<file path="config.mk">
export PLATFORM = sky130hd
export DESIGN_NAME = bps_ctrl
export DESIGN_NICKNAME = d
export VERILOG_FILES = /design/src/bps_pkg.sv /design/src/bps_ctrl.sv
export SDC_FILE = /design/constraint.sdc
export NUM_CORES = 1
export LEC_CHECK = 0
export CAP_MARGIN = 25
export CORE_MARGIN = 3
export CORE_UTILIZATION = 45
export CTS_CLUSTER_SIZE = 28
export DETAILED_ROUTE_END_ITERATION = 12
export DONT_BUFFER_PORTS = 1
export GPL_ROUTABILITY_DRIVEN = 0
export SYNTH_ARGS = -nofsm -noshare
export SYNTH_HDL_FRONTEND = slang
export SYNTH_SLANG_ARGS = --single-unit
</file>
<file path="constraint.sdc">
create_clock -name clk -period 4.1 [get_ports clk]
set_clock_uncertainty 0.1 [all_clocks]
set_input_delay 0 -clock clk [delete_from_list [all_inputs] [get_ports clk]]
set_output_delay 0 -clock clk [all_outputs]
set_load 0.005 [all_outputs]
</file>
<file path="src/bps_pkg.sv">
// Package for the Boltzmann partner selection block: codes, state and command types,
// fixed-point constants and the exp step table.
// Depends on nothing; used by bps_ctrl, bps_dp and the top level.
package bps_pkg;

  // Default population store depth
  localparam int POP_MAX_DEF = 64;

  // Configuration register indexes
  localparam logic CFG_POP_SIZE = 1'b0;
  localparam logic CFG_INV_TEMP = 1'b1;

  // Reset values of the configuration registers
  localparam logic [6:0]  POP_SIZE_RST = 7'd64;
  localparam logic [23:0] INV_TEMP_RST = 24'd6489;

  // Request operation codes
  typedef enum logic [1:0] {
    OP_LOAD = 2'd0,
    OP_FWD  = 2'd1,
    OP_BWD  = 2'd2
  } op_t;

  // Fixed-point constants
  localparam logic [16:0] LOG2E_Q16 = 17'd94548;     // log2(e), Q.16
  localparam logic [29:0] LN2_Q30   = 30'd744261118; // ln(2), Q.30
  localparam logic [39:0] X_CAP     = 40'd2621440;   // 40.0 in Q.16

  // Exp step table: entry k is 2^(-2^-k) in Q.30, built by a chain of floor roots
  typedef logic [16:1][29:0] exp_tab_t;

  function automatic logic [31:0] isqrt64(input logic [63:0] v);
    logic [63:0] rem;
    logic [63:0] res;
    logic [63:0] bit_v;
    int i;
    rem   = v;
    res   = '0;
    bit_v = 64'h4000_0000_0000_0000;
    for (i = 0; i < 32; i++) begin
      if (rem >= res + bit_v) begin
        rem = rem - (res + bit_v);
        res = (res >> 1) + bit_v;
      end else begin
        res = res >> 1;
      end
      bit_v = bit_v >> 2;
    end
    return res[31:0];
  endfunction

  function automatic exp_tab_t build_exp_tab();
    exp_tab_t    tab;
    logic [63:0] e;
    int k;
    e = 64'd1 << 29;
    for (k = 1; k <= 16; k++) begin
      e = {32'd0, isqrt64(e << 30)};
      tab[k] = e[29:0];
    end
    return tab;
  endfunction

  localparam exp_tab_t EXP_TAB = build_exp_tab();

  // Controller states
  typedef enum logic [4:0] {
    ST_IDLE,
    ST_CHK,
    ST_MIN_RD,
    ST_MIN_UPD,
    ST_SUM_RD,
    ST_SUM_X,
    ST_SUM_Y,
    ST_SUM_EXP,
    ST_SUM_ACC,
    ST_PROD,
    ST_NORM,
    ST_LN_SQ,
    ST_LN_MUL,
    ST_ROUL_RD,
    ST_ROUL_CHK,
    ST_PX_RD,
    ST_PX_X,
    ST_OUT
  } state_t;

  // Commands from controller to datapath
  typedef struct packed {
    logic fit_wr;
    logic req_load;
    logic idx_clr;
    logic idx_inc;
    logic rd_fit;
    logic rd_part;
    logic min_upd;
    logic x_load;
    logic y_load;
    logic exp_step;
    logic acc;
    logic prod;
    logic norm_step;
    logic ln_init;
    logic sq_step;
    logic ln_mul;
    logic roul_init;
    logic rd_w;
    logic roul_chk;
    logic part_b;
    logic out_load;
  } cmd_t;

  // Status from datapath to controller
  typedef struct packed {
    logic idx_skip;
    logic idx_last;
    logic k_last;
    logic norm_done;
    logic hit;
    logic fwd;
    logic bad;
  } sts_t;

endpackage

</file>
<file path="src/bps_ctrl.sv">
// Controller of the Boltzmann partner selection block: request sequencing FSM and
// output valid. Depends on bps_pkg.
module bps_ctrl (
  input  logic          clk,
  input  logic          rst_n,
  input  logic          in_valid,
  input  logic [1:0]    in_operation,
  output logic          in_stall,
  output logic          out_valid,
  input  logic          out_stall,
  input  bps_pkg::sts_t sts,
  output bps_pkg::cmd_t cmd
);

  bps_pkg::state_t state_r, state_nxt;
  logic            out_valid_r, out_valid_nxt;

  // State and valid registers
  always_ff @(posedge clk) begin
    if (!rst_n) begin
      state_r     <= bps_pkg::ST_IDLE;
      out_valid_r <= 1'b0;
    end else begin
      state_r     <= state_nxt;
      out_valid_r <= out_valid_nxt;
    end
  end

  assign in_stall  = (state_r != bps_pkg::ST_IDLE);
  assign out_valid = out_valid_r;

  // Next state and commands
  always_comb begin
    state_nxt = state_r;
    cmd       = '0;
    case (state_r)
      bps_pkg::ST_IDLE: begin
        if (in_valid) begin
          case (in_operation)
            bps_pkg::OP_LOAD: cmd.fit_wr = 1'b1;
            bps_pkg::OP_FWD, bps_pkg::OP_BWD: begin
              cmd.req_load = 1'b1;
              state_nxt    = bps_pkg::ST_CHK;
            end
            default: ;
          endcase
        end
      end
      bps_pkg::ST_CHK: begin
        if (sts.bad) begin
          state_nxt = bps_pkg::ST_OUT;
        end else begin
          cmd.idx_clr = 1'b1;
          state_nxt   = bps_pkg::ST_MIN_RD;
        end
      end
      // Minimum over the members other than the first pick
      bps_pkg::ST_MIN_RD: begin
        if (sts.idx_skip) begin
          if (sts.idx_last) begin
            cmd.idx_clr = 1'b1;
            state_nxt   = bps_pkg::ST_SUM_RD;
          end else begin
            cmd.idx_inc = 1'b1;
          end
        end else begin
          cmd.rd_fit = 1'b1;
          state_nxt  = bps_pkg::ST_MIN_UPD;
        end
      end
      bps_pkg::ST_MIN_UPD: begin
        cmd.min_upd = 1'b1;
        if (sts.idx_last) begin
          cmd.idx_clr = 1'b1;
          state_nxt   = bps_pkg::ST_SUM_RD;
        end else begin
          cmd.idx_inc = 1'b1;
          state_nxt   = bps_pkg::ST_MIN_RD;
        end
      end
      // Weight sum, weights kept for the roulette pass
      bps_pkg::ST_SUM_RD: begin
        if (sts.idx_skip) begin
          if (sts.idx_last) state_nxt = bps_pkg::ST_PROD;
          else cmd.idx_inc = 1'b1;
        end else begin
          cmd.rd_fit = 1'b1;
          state_nxt  = bps_pkg::ST_SUM_X;
        end
      end
      bps_pkg::ST_SUM_X: begin
        cmd.x_load = 1'b1;
        state_nxt  = bps_pkg::ST_SUM_Y;
      end
      bps_pkg::ST_SUM_Y: begin
        cmd.y_load = 1'b1;
        state_nxt  = bps_pkg::ST_SUM_EXP;
      end
      bps_pkg::ST_SUM_EXP: begin
        cmd.exp_step = 1'b1;
        if (sts.k_last) state_nxt = bps_pkg::ST_SUM_ACC;
      end
      bps_pkg::ST_SUM_ACC: begin
        cmd.acc = 1'b1;
        if (sts.idx_last) begin
          state_nxt = bps_pkg::ST_PROD;
        end else begin
          cmd.idx_inc = 1'b1;
          state_nxt   = bps_pkg::ST_SUM_RD;
        end
      end
      // ln(S*N)
      bps_pkg::ST_PROD: begin
        cmd.prod  = 1'b1;
        state_nxt = bps_pkg::ST_NORM;
      end
      bps_pkg::ST_NORM: begin
        if (sts.norm_done) begin
          cmd.ln_init = 1'b1;
          state_nxt   = bps_pkg::ST_LN_SQ;
        end else begin
          cmd.norm_step = 1'b1;
        end
      end
      bps_pkg::ST_LN_SQ: begin
        cmd.sq_step = 1'b1;
        if (sts.k_last) state_nxt = bps_pkg::ST_LN_MUL;
      end
      bps_pkg::ST_LN_MUL: begin
        cmd.ln_mul = 1'b1;
        if (sts.fwd) begin
          cmd.roul_init = 1'b1;
          state_nxt     = bps_pkg::ST_ROUL_RD;
        end else begin
          cmd.part_b = 1'b1;
          state_nxt  = bps_pkg::ST_PX_RD;
        end
      end
      // Roulette walk
      bps_pkg::ST_ROUL_RD: begin
        if (sts.idx_skip) begin
          if (sts.idx_last) state_nxt = bps_pkg::ST_PX_RD;
          else cmd.idx_inc = 1'b1;
        end else begin
          cmd.rd_w  = 1'b1;
          state_nxt = bps_pkg::ST_ROUL_CHK;
        end
      end
      bps_pkg::ST_ROUL_CHK: begin
        cmd.roul_chk = 1'b1;
        if (sts.hit || sts.idx_last) begin
          state_nxt = bps_pkg::ST_PX_RD;
        end else begin
          cmd.idx_inc = 1'b1;
          state_nxt   = bps_pkg::ST_ROUL_RD;
        end
      end
      // Scaled gap of the partner
      bps_pkg::ST_PX_RD: begin
        cmd.rd_part = 1'b1;
        state_nxt   = bps_pkg::ST_PX_X;
      end
      bps_pkg::ST_PX_X: begin
        cmd.x_load = 1'b1;
        state_nxt  = bps_pkg::ST_OUT;
      end
      bps_pkg::ST_OUT: begin
        if (!out_valid_r || !out_stall) begin
          cmd.out_load = 1'b1;
          state_nxt    = bps_pkg::ST_IDLE;
        end
      end
      default: state_nxt = bps_pkg::ST_IDLE;
    endcase
  end

  // Result valid: set on load, cleared once taken
  always_comb begin
    out_valid_nxt = out_valid_r && out_stall;
    if (cmd.out_load) out_valid_nxt = 1'b1;
  end

endmodule

</file>
### Word level (Yosys, flattened, before mapping)

Cells that the tools add are included.

* register bits after elaboration: 6
* bits of input ports: 13
* output and inout bits: 23
* logic and storage cells: 96

* equal/unequal tests: 28
* muxes and demuxes: 52
* reduce and logical (&&, ||, !) cells: 14

Operators with widths (count)
* $pmux 5 s18: 1
* $mux 5: 13
* $eq 5x4->1 const B: 8
* $mux 1: 27
* $eq 5x3->1 const B: 4
* $mux 2: 7
* $eq 5x2->1 const B: 2
* $eq 5x5->1 const B: 2
* $ne 2x2->1 const B: 5
* $reduce_or 2->1: 5
* $ne 3x3->1 const B: 3
* $reduce_and 9->1: 1
* $eq 5x1->1 const B: 1
* $logic_not 5->1: 1
* $reduce_bool 5->1: 1
* $mux 4: 1
* $pmux 1 s4: 1
* $mux 3: 1
* $pmux 1 s3: 1
* $eq 2x1->1 const B: 1
* $eq 2x2->1 const B: 1
* $logic_not 1->1: 2
* $logic_not 2->1: 1
* $logic_or 1x1->1: 2
* 2 further kinds: 2

### Longest topological paths before layout

Gate-level depths: netlist (run 1).

* word-level depth: 5
* mapped depth: 7
* gate-level depth less buffers: 7

### Worst setup path after synthesis (run 1)

No wires, ideal clock.

* path type: register -> register
* from: reg state_r[3]
* to: reg state_r[0]
* setup time: 0.068 ns
* arrival: 1.364 ns
* slack: 2.569 ns
* cell stages (with the launch flop): 6
* path buffers: 0
* clock period less this slack: 1.531 ns
* path through: dfxtp_1 or3b_1 a2111o_1 nand3_2 o211ai_2 o21ai_2

* cells in the longest elaborated chain, start to end: 3
* elaborated cells between the ends (all ways): 29
* classes of those cells: 26 x eq/ne; 1 x mux; 2 x reduce/logical

Ends and longest elaborated chain
* start, declared: line bps_ctrl.sv:15 `bps_pkg::state_t state_r, state_nxt;`
* start signal, assigned: line bps_ctrl.sv:21 `state_r <= bps_pkg::ST_IDLE;`
* start signal, assigned: line bps_ctrl.sv:24 `state_r <= state_nxt;`
* $eq 5x2->1 (tied with other cells): line bps_ctrl.sv:36 `case (state_r)`
* $ne 3x3->1 (no line) (tied with other cells)
* $reduce_and 9->1 (no line)

Several ways; a longest one is shown, not always the timed one.
A chain may end at the register's enable or synchronous reset.

### Worst setup path in the final report (run 1)

* from: reg state_r[0]
* to: reg state_r[0]

The elaborated chain is that of the path after synthesis.

==> reports/summary.txt, run 1 <==
outcome -> finished, final reports clean
Worst Tran Pin Value -> 0.900 ns
Tcrit/Tclk final -> 54.4%
Fin Hold WS -> 0.00307 ns
port bufs -> 0
Root Driver -> clkbuf_4
yosys warns -> 0
Num CTS Buffers -> 3
final setup TNS -> 0 ns
fin crit period -> 2.23 ns
CTS Buffer Depth -> 2
IO Pins -> 36
Total GRT Usage -> 20.5%
Initial Util -> 49.5%
gr ovfl total -> 0
first-pass GRT wire length -> 4090 um
fin area -> 950 um^2
Worst EP required -> 4.14 ns
Worst Hold End -> state_r[2]
DR WL/cell -> 15.4 um
CP arrival -> 2.27 ns
CP Cell Sequence -> nor2_1 -> a32oi_1 -> nand3_2 -> o211ai_2 -> o21ai_2
FMAX -> 448 MHz
asr flop ratio synth -> 0%
Most used DFF post-synth -> dfxtp_1
post-place setup slack -> 1.92 ns
Adder-Cell Fraction of Synth Area -> 1.42%
first-iteration detailed-routing DRC count -> 39
CP max stage cell -> dfxtp_1
crit-path max FO -> 28
flop2flop setup slack -> 1.87 ns
die width -> 50.3 um
Die ar. -> 0.00253 mm^2
dpl hpwl -> 1640 um
Core Region -> 0.00178 mm^2
die height -> 50.3 um
total power -> 0.000589 W
clk slew on worst S/H paths -> 0.05 ns
RSZ-0062 raised after global routing -> no
PwrDens -> 620 mW/mm^2
Synth Area in Compound Gates -> 28.9%
Setup WS post-layout -> 1.87 ns
DRT antenna net count -> 0
Rows -> 15
final hold viol count -> 0
critical path endpoint category -> flop
post-synthesis sequential area ratio -> 13.6%
Hold Crit Depth -> 3
share of layout cells above drive strength 1 -> 4.41%
Setup Crit Path Kind -> reg -> reg
Fillers -> 192
simple-gate share of the synthesized area -> 44.1%
Area growth syn-to-layout -> 7.66%
main combinational cell family by area after synthesis -> simple AND/OR/NAND/NOR gates
Synth Register Bits -> 6
synth unique cells -> 43
Clock Sink Count -> 6
cell count after synthesis -> 138
Clk Latency, worst-skew pair -> 0.25 ns
Worst R2R Start -> state_r[0]
Worst path max stage delay -> 0.90 ns
vias per cell -> 6.21
DR pass1 iterations -> 4
VDD IR max -> 0.268 mV
CP Launch Point -> state_r[0]
Via Count -> 1000
max cap viols -> 0
post-cts repair resize count -> 0
vias in the first global route -> 902
Post-Route WL -> 2470 um
pin count of the biggest net entering global routing -> 30
xor and xnor fraction of the mapped netlist area -> 2.98%
Final Max Tran Viols -> 0
post-synthesis cell area -> 882 um^2
nets@finish -> 152
CTS tree -> done
DP Area -> 857 um^2
syn_area_per_cell -> 6.39 um^2
htree depth -> 1
Hold Crit Start -> rst_n
syn_nets -> 152
crit start category -> flop
Hold Path Class -> in -> reg
Antenna Cells -> 0
RR Endpoint -> state_r[0]
Reg2Reg Depth -> 5
# setup viols final -> 0
slew margin rel. -> 39.9%
post-synthesis mux area share -> 0%
Post-synth EDFFs -> 0
antenna violations before repair -> 0
drt drc -> 0
Lkg Pwr -> 0.330 nW
placed cells by master (no fill, tap or decap), types with 4 or more instances in the layout:
cell type / Yosys / layout
o21ai_0: 12 / 12
nand2b_1: 6 / 6
dlygate4sd3_1: 0 / 7
nor2b_1: 6 / 6
inv_1: 6 / 6
dfxtp_1: 6 / 6
nor2_1: 12 / 12
nor3_1: 13 / 13
a21oi_1: 7 / 7
o31ai_1: 4 / 4
nand2_1: 12 / 12
nand3_1: 5 / 5
cell usage after synthesis (2+ instances only):
| master | number | area, um^2 |
|---|---|---|
| and2_1 | 2 | 12.5 |
| xnor2_1 | 2 | 17.5 |
| nor4bb_1 | 2 | 20.0 |
| nor3_1 | 13 | 65.1 |
| nor2b_1 | 6 | 37.5 |
| nand2_1 | 12 | 45.0 |
| inv_1 | 6 | 22.5 |
| o31ai_1 | 4 | 30.0 |
| clkbuf_1 | 2 | 7.51 |
| nand4_1 | 3 | 18.8 |
| nor2_1 | 12 | 45.0 |
| nand2b_1 | 6 | 37.5 |
| buf_2 | 9 | 45.0 |
| o21ai_0 | 12 | 60.1 |
| nor4_1 | 2 | 12.5 |
| nand3_1 | 5 | 25.0 |
| dfxtp_1 | 6 | 120 |
| a21o_1 | 2 | 15.0 |
| a21boi_0 | 2 | 15.0 |
| a21oi_1 | 7 | 35.0 |
repair_timing:
item / in CTS / in global routing
setup endpoints to repair: 0 / 0
hold endpoints to repair: 14 / 0
setup buffers: 0 / 0
hold buffers: 7 / 0
sequential cells by signal (all words and copies together), names as in the netlist:
signal,flops
out_valid,1
state_r,5
worst max path at each step:
stage / endpoint / slack (ns) / depth (start not counted)
floorplan: state_r[0] / 2.57 / 5
global placement: state_r[0] / 1.93 / 5
detailed placement: state_r[0] / 1.92 / 5
CTS: state_r[0] / 1.89 / 5
global route: state_r[0] / 1.73 / 5
finish: state_r[0] / 1.87 / 5
kinds of logic after synthesis:
group,after synthesis
DFF,6
buffers and inverters,18
and+or+nand+nor,72
AOI/OAI and AO/OA,38
xor gates and xnor gates,3
adders and majority gates,1
cell type report:
type	instances	area (um^2)	area share [%]
multi-input combinational	114	683	71.9
sequential	6	120	12.6
timing repair buffer	7	70.1	7.38
tap	25	31.3	3.29
clock buffer	3	22.5	2.37
inverter	6	22.5	2.37
report_power, final:
part	internal (W)	switching, W	total [W]
Combinational	0.000148	0.000192	0.000341
Sequential	0.0000778	0.000115	0.000192
Clock	0.0000332	0.0000227	0.0000559
Total	0.000259	0.000329	0.000589
per-stage QoR:
step	util, %	std cells
floorplan	-	138
global placement	48.1	151
detailed placement	48.1	151
CTS	53.3	161
global route	53.3	161
finish	53.3	161
worst max-delay path, delay by kind of cell, from the launching register on:
family | cells | cell delay, ns
flops | 1 | 0.90
compound gates | 3 | 0.64
simple gates | 2 | 0.48
metal layers:
metal	vias up	wire (um)	global-route usage [%]
li1	503	-	-
met1	451	1140	29.6
met2	42	1120	30.7
met3	4	190	2.97
met4	0	23	6.91
met5	-	0	0
Power figures use the tool's default switching activity.
==> run 2: changes to the inputs <==
--- a/config.mk
+++ b/config.mk
@@ -5,6 +5,7 @@
 export SDC_FILE = /design/constraint.sdc
 export NUM_CORES = 1
 export LEC_CHECK = 0
+export ABC_AREA = 1
 export CAP_MARGIN = 25
 export CORE_MARGIN = 3
 export CORE_UTILIZATION = 45
==> constraint.sdc (replaced) <==
create_clock -name clk -period 2.1 [get_ports clk]
set_clock_uncertainty 0.1 [all_clocks]
set_input_delay 0 -clock clk [delete_from_list [all_inputs] [get_ports clk]]
set_output_delay 0 -clock clk [all_outputs]
set_load 0.005 [all_outputs]
==> run 2 against run 1 <==
  * Register-to-register slack lost 1.5 ns
  * Via count grew 2.7%
  * Worst hold slack gained 0.011 ns
  * Combinational power grew 29%
  * Count of clock-buffer cells in the layout is the same
  * Critical path depth grew 4
  * Global-route usage shrank 0.28 points
  * Largest cell class unchanged
  * Largest power group unchanged
  * Setup slack lost 1.5 ns
==> reports/summary.txt, run 2 <==
outcome -> finished, final reports clean
htree depth -> 1 (unchanged)
Post-Route WL -> 2400 um (-2.9%)
Initial Util -> 48.9% (-0.61 points)
Clk Latency, worst-skew pair -> 0.24 ns (about the same)
sw power -> 0.000391 W (+19%)
combinational power share -> 60.7% (+2.9 points)
Sw Ratio -> 53.9% (-2.1 points)
Most used DFF post-synth -> dfxtp_1
Tcrit/Tclk final -> 83.7% (+29 points)
Num CTS Buffers -> 3 (unchanged)
Worst R2R Start -> state_r[4]
synth unique cells -> 20 (-53%)
total power -> 0.000725 W (+23%)
asr flop ratio synth -> 0% (unchanged)
commonest non-fill, non-tap cell in the layout -> nand2_1
Setup Crit Path Kind -> reg -> reg
Lkg Pwr -> 0.577 nW (+75%)
post-synthesis cell area -> 862 um^2 (-2.3%)
most common cell in the synthesized netlist -> nand2_1
Hold-fix buffers, CTS -> 5 (-2)
Top reg by flops -> state_r
Via Count -> 1027 (+2.7%)
CTS tree -> done
Final Max Tran Viols -> 0 (unchanged)
cell taking the most area after synthesis -> nand2_1
crit start category -> flop
pin count of the biggest net entering global routing -> 12 (-60%)
Area growth syn-to-layout -> 10.6%
drt drc -> 0 (unchanged)
antenna violations before repair -> 0 (unchanged)
Hold Path Class -> in -> out
CP arrival -> 1.78 ns (-0.49 ns)
vias per cell -> 5.14 (-17%)
yosys warns -> 0 (unchanged)
Worst EP required -> 2.13 ns (-2.01 ns)
Worst Tran Pin Value -> 0.379 ns (-0.520 ns)
DR pass1 iterations -> 4 (unchanged)
post-place setup slack -> 0.374 ns (-1.54 ns)
RSZ-0062 raised after global routing -> no
synth top area cells -> nand2_1 (21%), dfxtp_1 (14%), nor2_1 (13%)
Clock Sink Count -> 6 (unchanged)
Core Region -> 0.00176 mm^2 (-1.1%)
area taken by multi-input logic gates -> 609 um^2 (-11%)
area fraction of the dominant cell type after synthesis -> 20.9% (+7.3 points)
final hold viol count -> 0 (unchanged)
slew margin rel. -> 74.7% (+35 points)
Fin Hold WS -> 0.0136 ns (+0.0105 ns)
Antenna Cells -> 0 (unchanged)
Sequential Area -> 120 um^2 (unchanged)
flop2flop setup slack -> 0.34 ns (-1.53 ns)
critical path endpoint category -> flop
crit-path max FO -> 11 (-61%)
post-synthesis sequential area ratio -> 13.9% (+0.32 points)
Root Driver -> clkbuf_4
CTS Buffer Depth -> 2 (unchanged)
Synth Register Bits -> 6 (unchanged)
Hold Crit Depth -> 2 (-1)
RR Endpoint -> state_r[1]
FMAX -> 569 MHz (+27%)
most frequent cells in the layout -> nand2_1 (48), nor2_1 (30), inv_1 (27)
gr ovfl total -> 0 (unchanged)
Flop pwr share -> 25.1% (-7.6 points)
vias in the first global route -> 971 (+7.6%)
DR WL/cell -> 12.0 um (-22%)
PwrDens -> 761 mW/mm^2 (+23%)
clk slew on worst S/H paths -> 0.04 ns (about the same)
DRT antenna net count -> 0 (unchanged)
first-pass GRT wire length -> 4030 um (-1.5%)
Die ar. -> 0.00248 mm^2 (-2.0%)
buffer count from post-CTS setup fixing -> 0 (unchanged)
# setup viols final -> 0 (unchanged)
commonest cells in the netlist -> nand2_1 (48), nor2_1 (30), inv_1 (27), nand3_1 (13), o21ai_0 (7)
max cap viols -> 0 (unchanged)
Total GRT Usage -> 20.2% (-0.28 points)
share of layout cells above drive strength 1 -> 13.7% (+9.3 points)
syn_nets -> 183 (+20%)
Clk pwr share -> 14.2% (+4.7 points)
Hold Crit Start -> sts[1]
port bufs -> 0 (unchanged)
Post-synth EDFFs -> 0 (unchanged)
first-iteration detailed-routing DRC count -> 31 (-21%)
dpl hpwl -> 1980 um (+21%)
nets@finish -> 191 (+26%)
cell count after synthesis -> 169 (+22%)
flip-flop count of the largest register after layout -> 5 (unchanged)
post-cts repair resize count -> 0 (unchanged)
Reg2Reg Depth -> 9 (+4)
die width -> 49.8 um (-1.0%)
die height -> 49.8 um (-1.0%)
IO Pins -> 36 (unchanged)
internal power -> 0.000335 W (+29%)
Setup WS post-layout -> 0.342 ns (-1.53 ns)
fin crit period -> 1.76 ns (-0.472 ns)
Rows -> 15 (unchanged)
VDD IR max -> 0.372 mV (+39%)
Worst Hold End -> cmd[4]
Fillers -> 208 (+8.3%)
syn_area_per_cell -> 5.10 um^2 (-20%)
final setup TNS -> 0 ns (unchanged)
==> run 2: changes by cell type in the layout (fill, tap and decap cells not counted), moves of 4 or more <==
| cell | before | now |
|---|---|---|
| nor3_1 | 13 | 1 |
| inv_2 | 0 | 4 |
| nand2_1 | 12 | 48 |
| nand3_1 | 5 | 13 |
| nor2_1 | 12 | 30 |
| nor2b_1 | 6 | 0 |
| nand2_2 | 0 | 5 |
| nand2b_1 | 6 | 0 |
| nor2_2 | 0 | 6 |
| inv_1 | 6 | 27 |
| o31ai_1 | 4 | 0 |
| o21ai_0 | 12 | 7 |
==> run 2: how the worst max path moves through the flow <==
stage,start,end,depth (start not counted)
after floorplan,state_r[3],state_r[1],10
after global placement,state_r[4],state_r[1],9
after detailed placement,state_r[4],state_r[1],9
after CTS,state_r[4],state_r[1],9
after global routing,state_r[4],state_r[1],9
final,state_r[4],state_r[1],9
==> run 2: stage by stage <==
step	std cells	utilization, %	cell area, um^2
2_1_floorplan	169	-	862
3_3_place_gp	192	49.9	881
3_5_place_dp	192	49.9	881
4_1_cts	200	54.0	953
5_1_grt	200	54.0	953
6_report	200	54.0	953
==> run 2: area by class of cell <==
cell class                 instances  share of cell area [%]
clock buffer                       3                    2.36
timing repair buffer               5                    5.25
multi-input combinational        129                    63.9
tap                               25                    3.28
sequential                         6                    12.6
inverter                          32                    12.6
==> run 2: kinds of logic after synthesis <==
family,Yosys count,share of synthesized area [%]
and+or+nand+nor,113,60.2
buffers and inverters,34,15.4
AOI/OAI and AO/OA,15,9.00
DFF,6,13.9
adders and majority gates,1,1.45
==> run 2: routing by layer <==
metal	track usage (%)	wire length [um]	share of wire, %
met1	27.4	1180	49
met2	32.4	1050	44
met3	6.65	162	6.7
met4	1.38	8	0.33
met5	0	0	0
==> run 2: power by group through the flow <==
stage / clock [W] / combinational, W / sequential [W]
3_5_place_dp: 0 / 0.000429 / 0.000184
3_3_place_gp: 0 / 0.000430 / 0.000184
2_1_floorplan: 0 / 0.000352 / 0.000167
6_report: 0.000103 / 0.000440 / 0.000182
4_1_cts: 0.000109 / 0.000438 / 0.000182
5_1_grt: 0.000115 / 0.000503 / 0.000190
==> run 2: worst max-delay path: stages, from the launching register on <==
cell and delay (ns):
dfxtp_1 0.53, inv_1 0.23, nand3_1 0.22, nor2_1 0.10
nand2_1 0.11, nand2_1 0.05, nor2_1 0.12, nand2_1 0.07
nand2_1 0.06, a21oi_1 0.05
==> run 3: changes to the inputs <==
==> constraint.sdc (replaced) <==
create_clock -name clk -period 1.8 [get_ports clk]
set_clock_uncertainty 0.1 [all_clocks]
set_input_delay 0 -clock clk [delete_from_list [all_inputs] [get_ports clk]]
set_output_delay 0 -clock clk [all_outputs]
set_load 0.005 [all_outputs]
==> run 3 against run 2 <==
  * Worst hold slack about the same
  * Final cell count up 0.50%
  * Register-to-register slack worse by 0.17 ns
  * Count of clock-buffer cells in the layout stayed put
  * Cell area up 1.7%
  * Wire length rose by 0.67%
  * Maximum frequency grew 7.8%
  * Flip-flop and latch count did not move
  * Critical path depth up 1
  * Global-route usage is 0.30 points higher
  * First-iteration DRC count decreased by 32%
  * Sequential share of layout area decreased by 0.082 points
==> reports/summary.txt, run 3 (synthesis results as in run 2) <==
first-iteration detailed-routing DRC count -> 21 (-32%)
Hold Crit Depth -> 2 (unchanged)
critical path endpoint category -> flop
Global Route met3 Usage -> 6.04% (-0.60 points)
Setup WS post-layout -> 0.170 ns (-0.172 ns)
clk slew on worst S/H paths -> 0.05 ns (about the same)
post-place setup slack -> 0.158 ns (-0.216 ns)
CTS Buffer Depth -> 2 (unchanged)
htree depth -> 1 (unchanged)
CP arrival -> 1.70 ns (-0.08 ns)
Sequential Area -> 121 um^2 (+1.0%)
Reg2Reg Depth -> 10 (+1)
final hold viol count -> 0 (unchanged)
crit start category -> flop
dpl hpwl -> 2010 um (+1.2%)
sw power -> 0.000464 W (+19%)
Fin Hold WS -> 0.0137 ns (+0.000127 ns)
antenna violations before repair -> 0 (unchanged)
die height -> 49.8 um (unchanged)
flip-flop count of the largest register after layout -> 5 (unchanged)
share of layout cells above drive strength 1 -> 15.9% (+2.2 points)
Worst EP required -> 1.87 ns (-0.26 ns)
most frequent cell on the critical path -> nand2_2
met2 Track Usage GR -> 33.7% (+1.3 points)
outcome -> finished, final reports clean
DR WL/cell -> 12.0 um (+0.17%)
gr ovfl total -> 0 (unchanged)
combinational power share -> 61.6% (+0.9 points)
Setup Crit Path Kind -> reg -> reg
placed cells -> 193 (+0.52%)
die width -> 49.8 um (unchanged)
Worst path max stage delay -> 0.47 ns (-0.06 ns)
FMAX -> 613 MHz (+7.8%)
Core Region -> 0.00176 mm^2 (unchanged)
pin count of the biggest net entering global routing -> 11 (-1)
Clock Sink Count -> 6 (unchanged)
CP Cell Sequence -> inv_2 -> nor2_2 -> nand2_2 -> nand2_2 -> nand2_2 -> nand2_2 -> inv_2 -> nand2_4 -> nand2_1 -> a21oi_1
area taken by multi-input logic gates -> 617 um^2 (+1.2%)
Hold Path Class -> in -> out
buffer count from post-CTS setup fixing -> 0 (unchanged)
DRT antenna net count -> 0 (unchanged)
Total GRT Usage -> 20.5% (+0.30 points)
IO Pins -> 36 (unchanged)
Top reg by flops -> state_r
first-pass GRT wire length -> 3970 um (-1.4%)
# setup viols final -> 0 (unchanged)
Clk pwr share -> 14.6% (+0.4 points)
PwrDens -> 888 mW/mm^2 (+17%)
crit-path max FO -> 6 (-5)
slew margin rel. -> 79.4% (+4.8 points)
Final Max Tran Viols -> 0 (unchanged)
Die ar. -> 0.00248 mm^2 (unchanged)
met1 GRT Util -> 28.1% (+0.68 points)
Worst Hold End -> cmd[4]
fin crit period -> 1.63 ns (-0.128 ns)
final setup TNS -> 0 ns (unchanged)
Antenna Cells -> 0 (unchanged)
max cap viols -> 0 (unchanged)
drt drc -> 0 (unchanged)
RR Endpoint -> state_r[3]
Area growth syn-to-layout -> 12.5%
Fillers -> 217 (+4.3%)
most frequent cells in the layout -> nand2_1 (48), nor2_1 (29), inv_1 (26)
nets@finish -> 192 (+0.52%)
flop2flop setup slack -> 0.17 ns (-0.17 ns)
Post-Route WL -> 2420 um (+0.67%)
Hold Crit Start -> sts[1]
Layout Cells excl Fill -> 201 (+0.50%)
vias per cell -> 5.11 (-0.50%)
Sw Ratio -> 53.8% (about the same)
Worst R2R Start -> state_r[0]
CP max stage cell -> dfxtp_1
port bufs -> 0 (unchanged)
Rows -> 15 (unchanged)
vias in the first global route -> 917 (-5.6%)
CP bufs+invs -> 2 (+1)
Top delay family on crit path -> simple AND/OR/NAND/NOR gates
VDD IR max -> 0.565 mV (+52%)
Tcrit/Tclk final -> 90.6% (+6.8 points)
DR pass1 iterations -> 4 (unchanged)
Clk Latency, worst-skew pair -> 0.24 ns (about the same)
internal power -> 0.000398 W (+19%)
Lkg Pwr -> 0.585 nW (+1.4%)
GR peak layer -> met2
CTS tree -> done
Worst Tran Pin Value -> 0.308 ns (-0.0714 ns)
Root Driver -> clkbuf_4
commonest non-fill, non-tap cell in the layout -> nand2_1
RSZ-0062 raised after global routing -> no
Initial Util -> 48.9% (unchanged)
total power -> 0.000862 W (+19%)
Flop pwr share -> 23.8% (-1.3 points)
Via Count -> 1027 (unchanged)
Num CTS Buffers -> 3 (unchanged)
## run 3: per-layer routing
metal  vias up  wire length, um
met3         0              149
li1        535                -
met2        37             1130
met1       455             1140
met5         -                0
met4         0                0
## run 3: per-stage QoR
stage	cell area, um^2	utilization, %
4_1_cts	961	54.5
5_1_grt	970	55.0
6_report	970	55.0
3_5_place_dp	888	50.4
2_1_floorplan	862	-
3_3_place_gp	888	50.4
## run 3: worst max-delay path by stage
| stage | start | to | slack [ns] | depth (start not counted) |
|---|---|---|---|---|
| 2_1_floorplan | state_r[3] | state_r[1] | 0.40 | 10 |
| 3_3_place_gp | state_r[4] | state_r[2] | 0.18 | 7 |
| 3_5_place_dp | state_r[3] | state_r[0] | 0.16 | 9 |
| 4_1_cts | state_r[3] | state_r[0] | 0.14 | 9 |
| 5_1_grt | state_r[0] | state_r[3] | 0.01 | 9 |
| 6_report | state_r[0] | state_r[3] | 0.17 | 10 |
## run 3: layout make-up
type / instances / area share (%)
repair buffers: 6 / 5.94
flip-flops and latches: 6 / 12.5
multi-input cells: 129 / 63.6
clock buffers: 3 / 2.32
well taps: 25 / 3.23
inverters: 32 / 12.4
## run 3: timing repair
item                                    4_1_cts  5_1_grt
endpoints found under the hold margin         8        0
endpoints found under the setup margin        0        5
resized for setup                             0        4
hold buffers                                  5        0
## run 3: power by group through the flow
stage / sequential, W / combinational, W / clock [W]
2_1_floorplan: 0.000195 / 0.000410 / 0
3_3_place_gp: 0.000207 / 0.000516 / 0
3_5_place_dp: 0.000207 / 0.000520 / 0
4_1_cts: 0.000204 / 0.000529 / 0.000129
5_1_grt: 0.000210 / 0.000599 / 0.000138
6_report: 0.000205 / 0.000530 / 0.000126
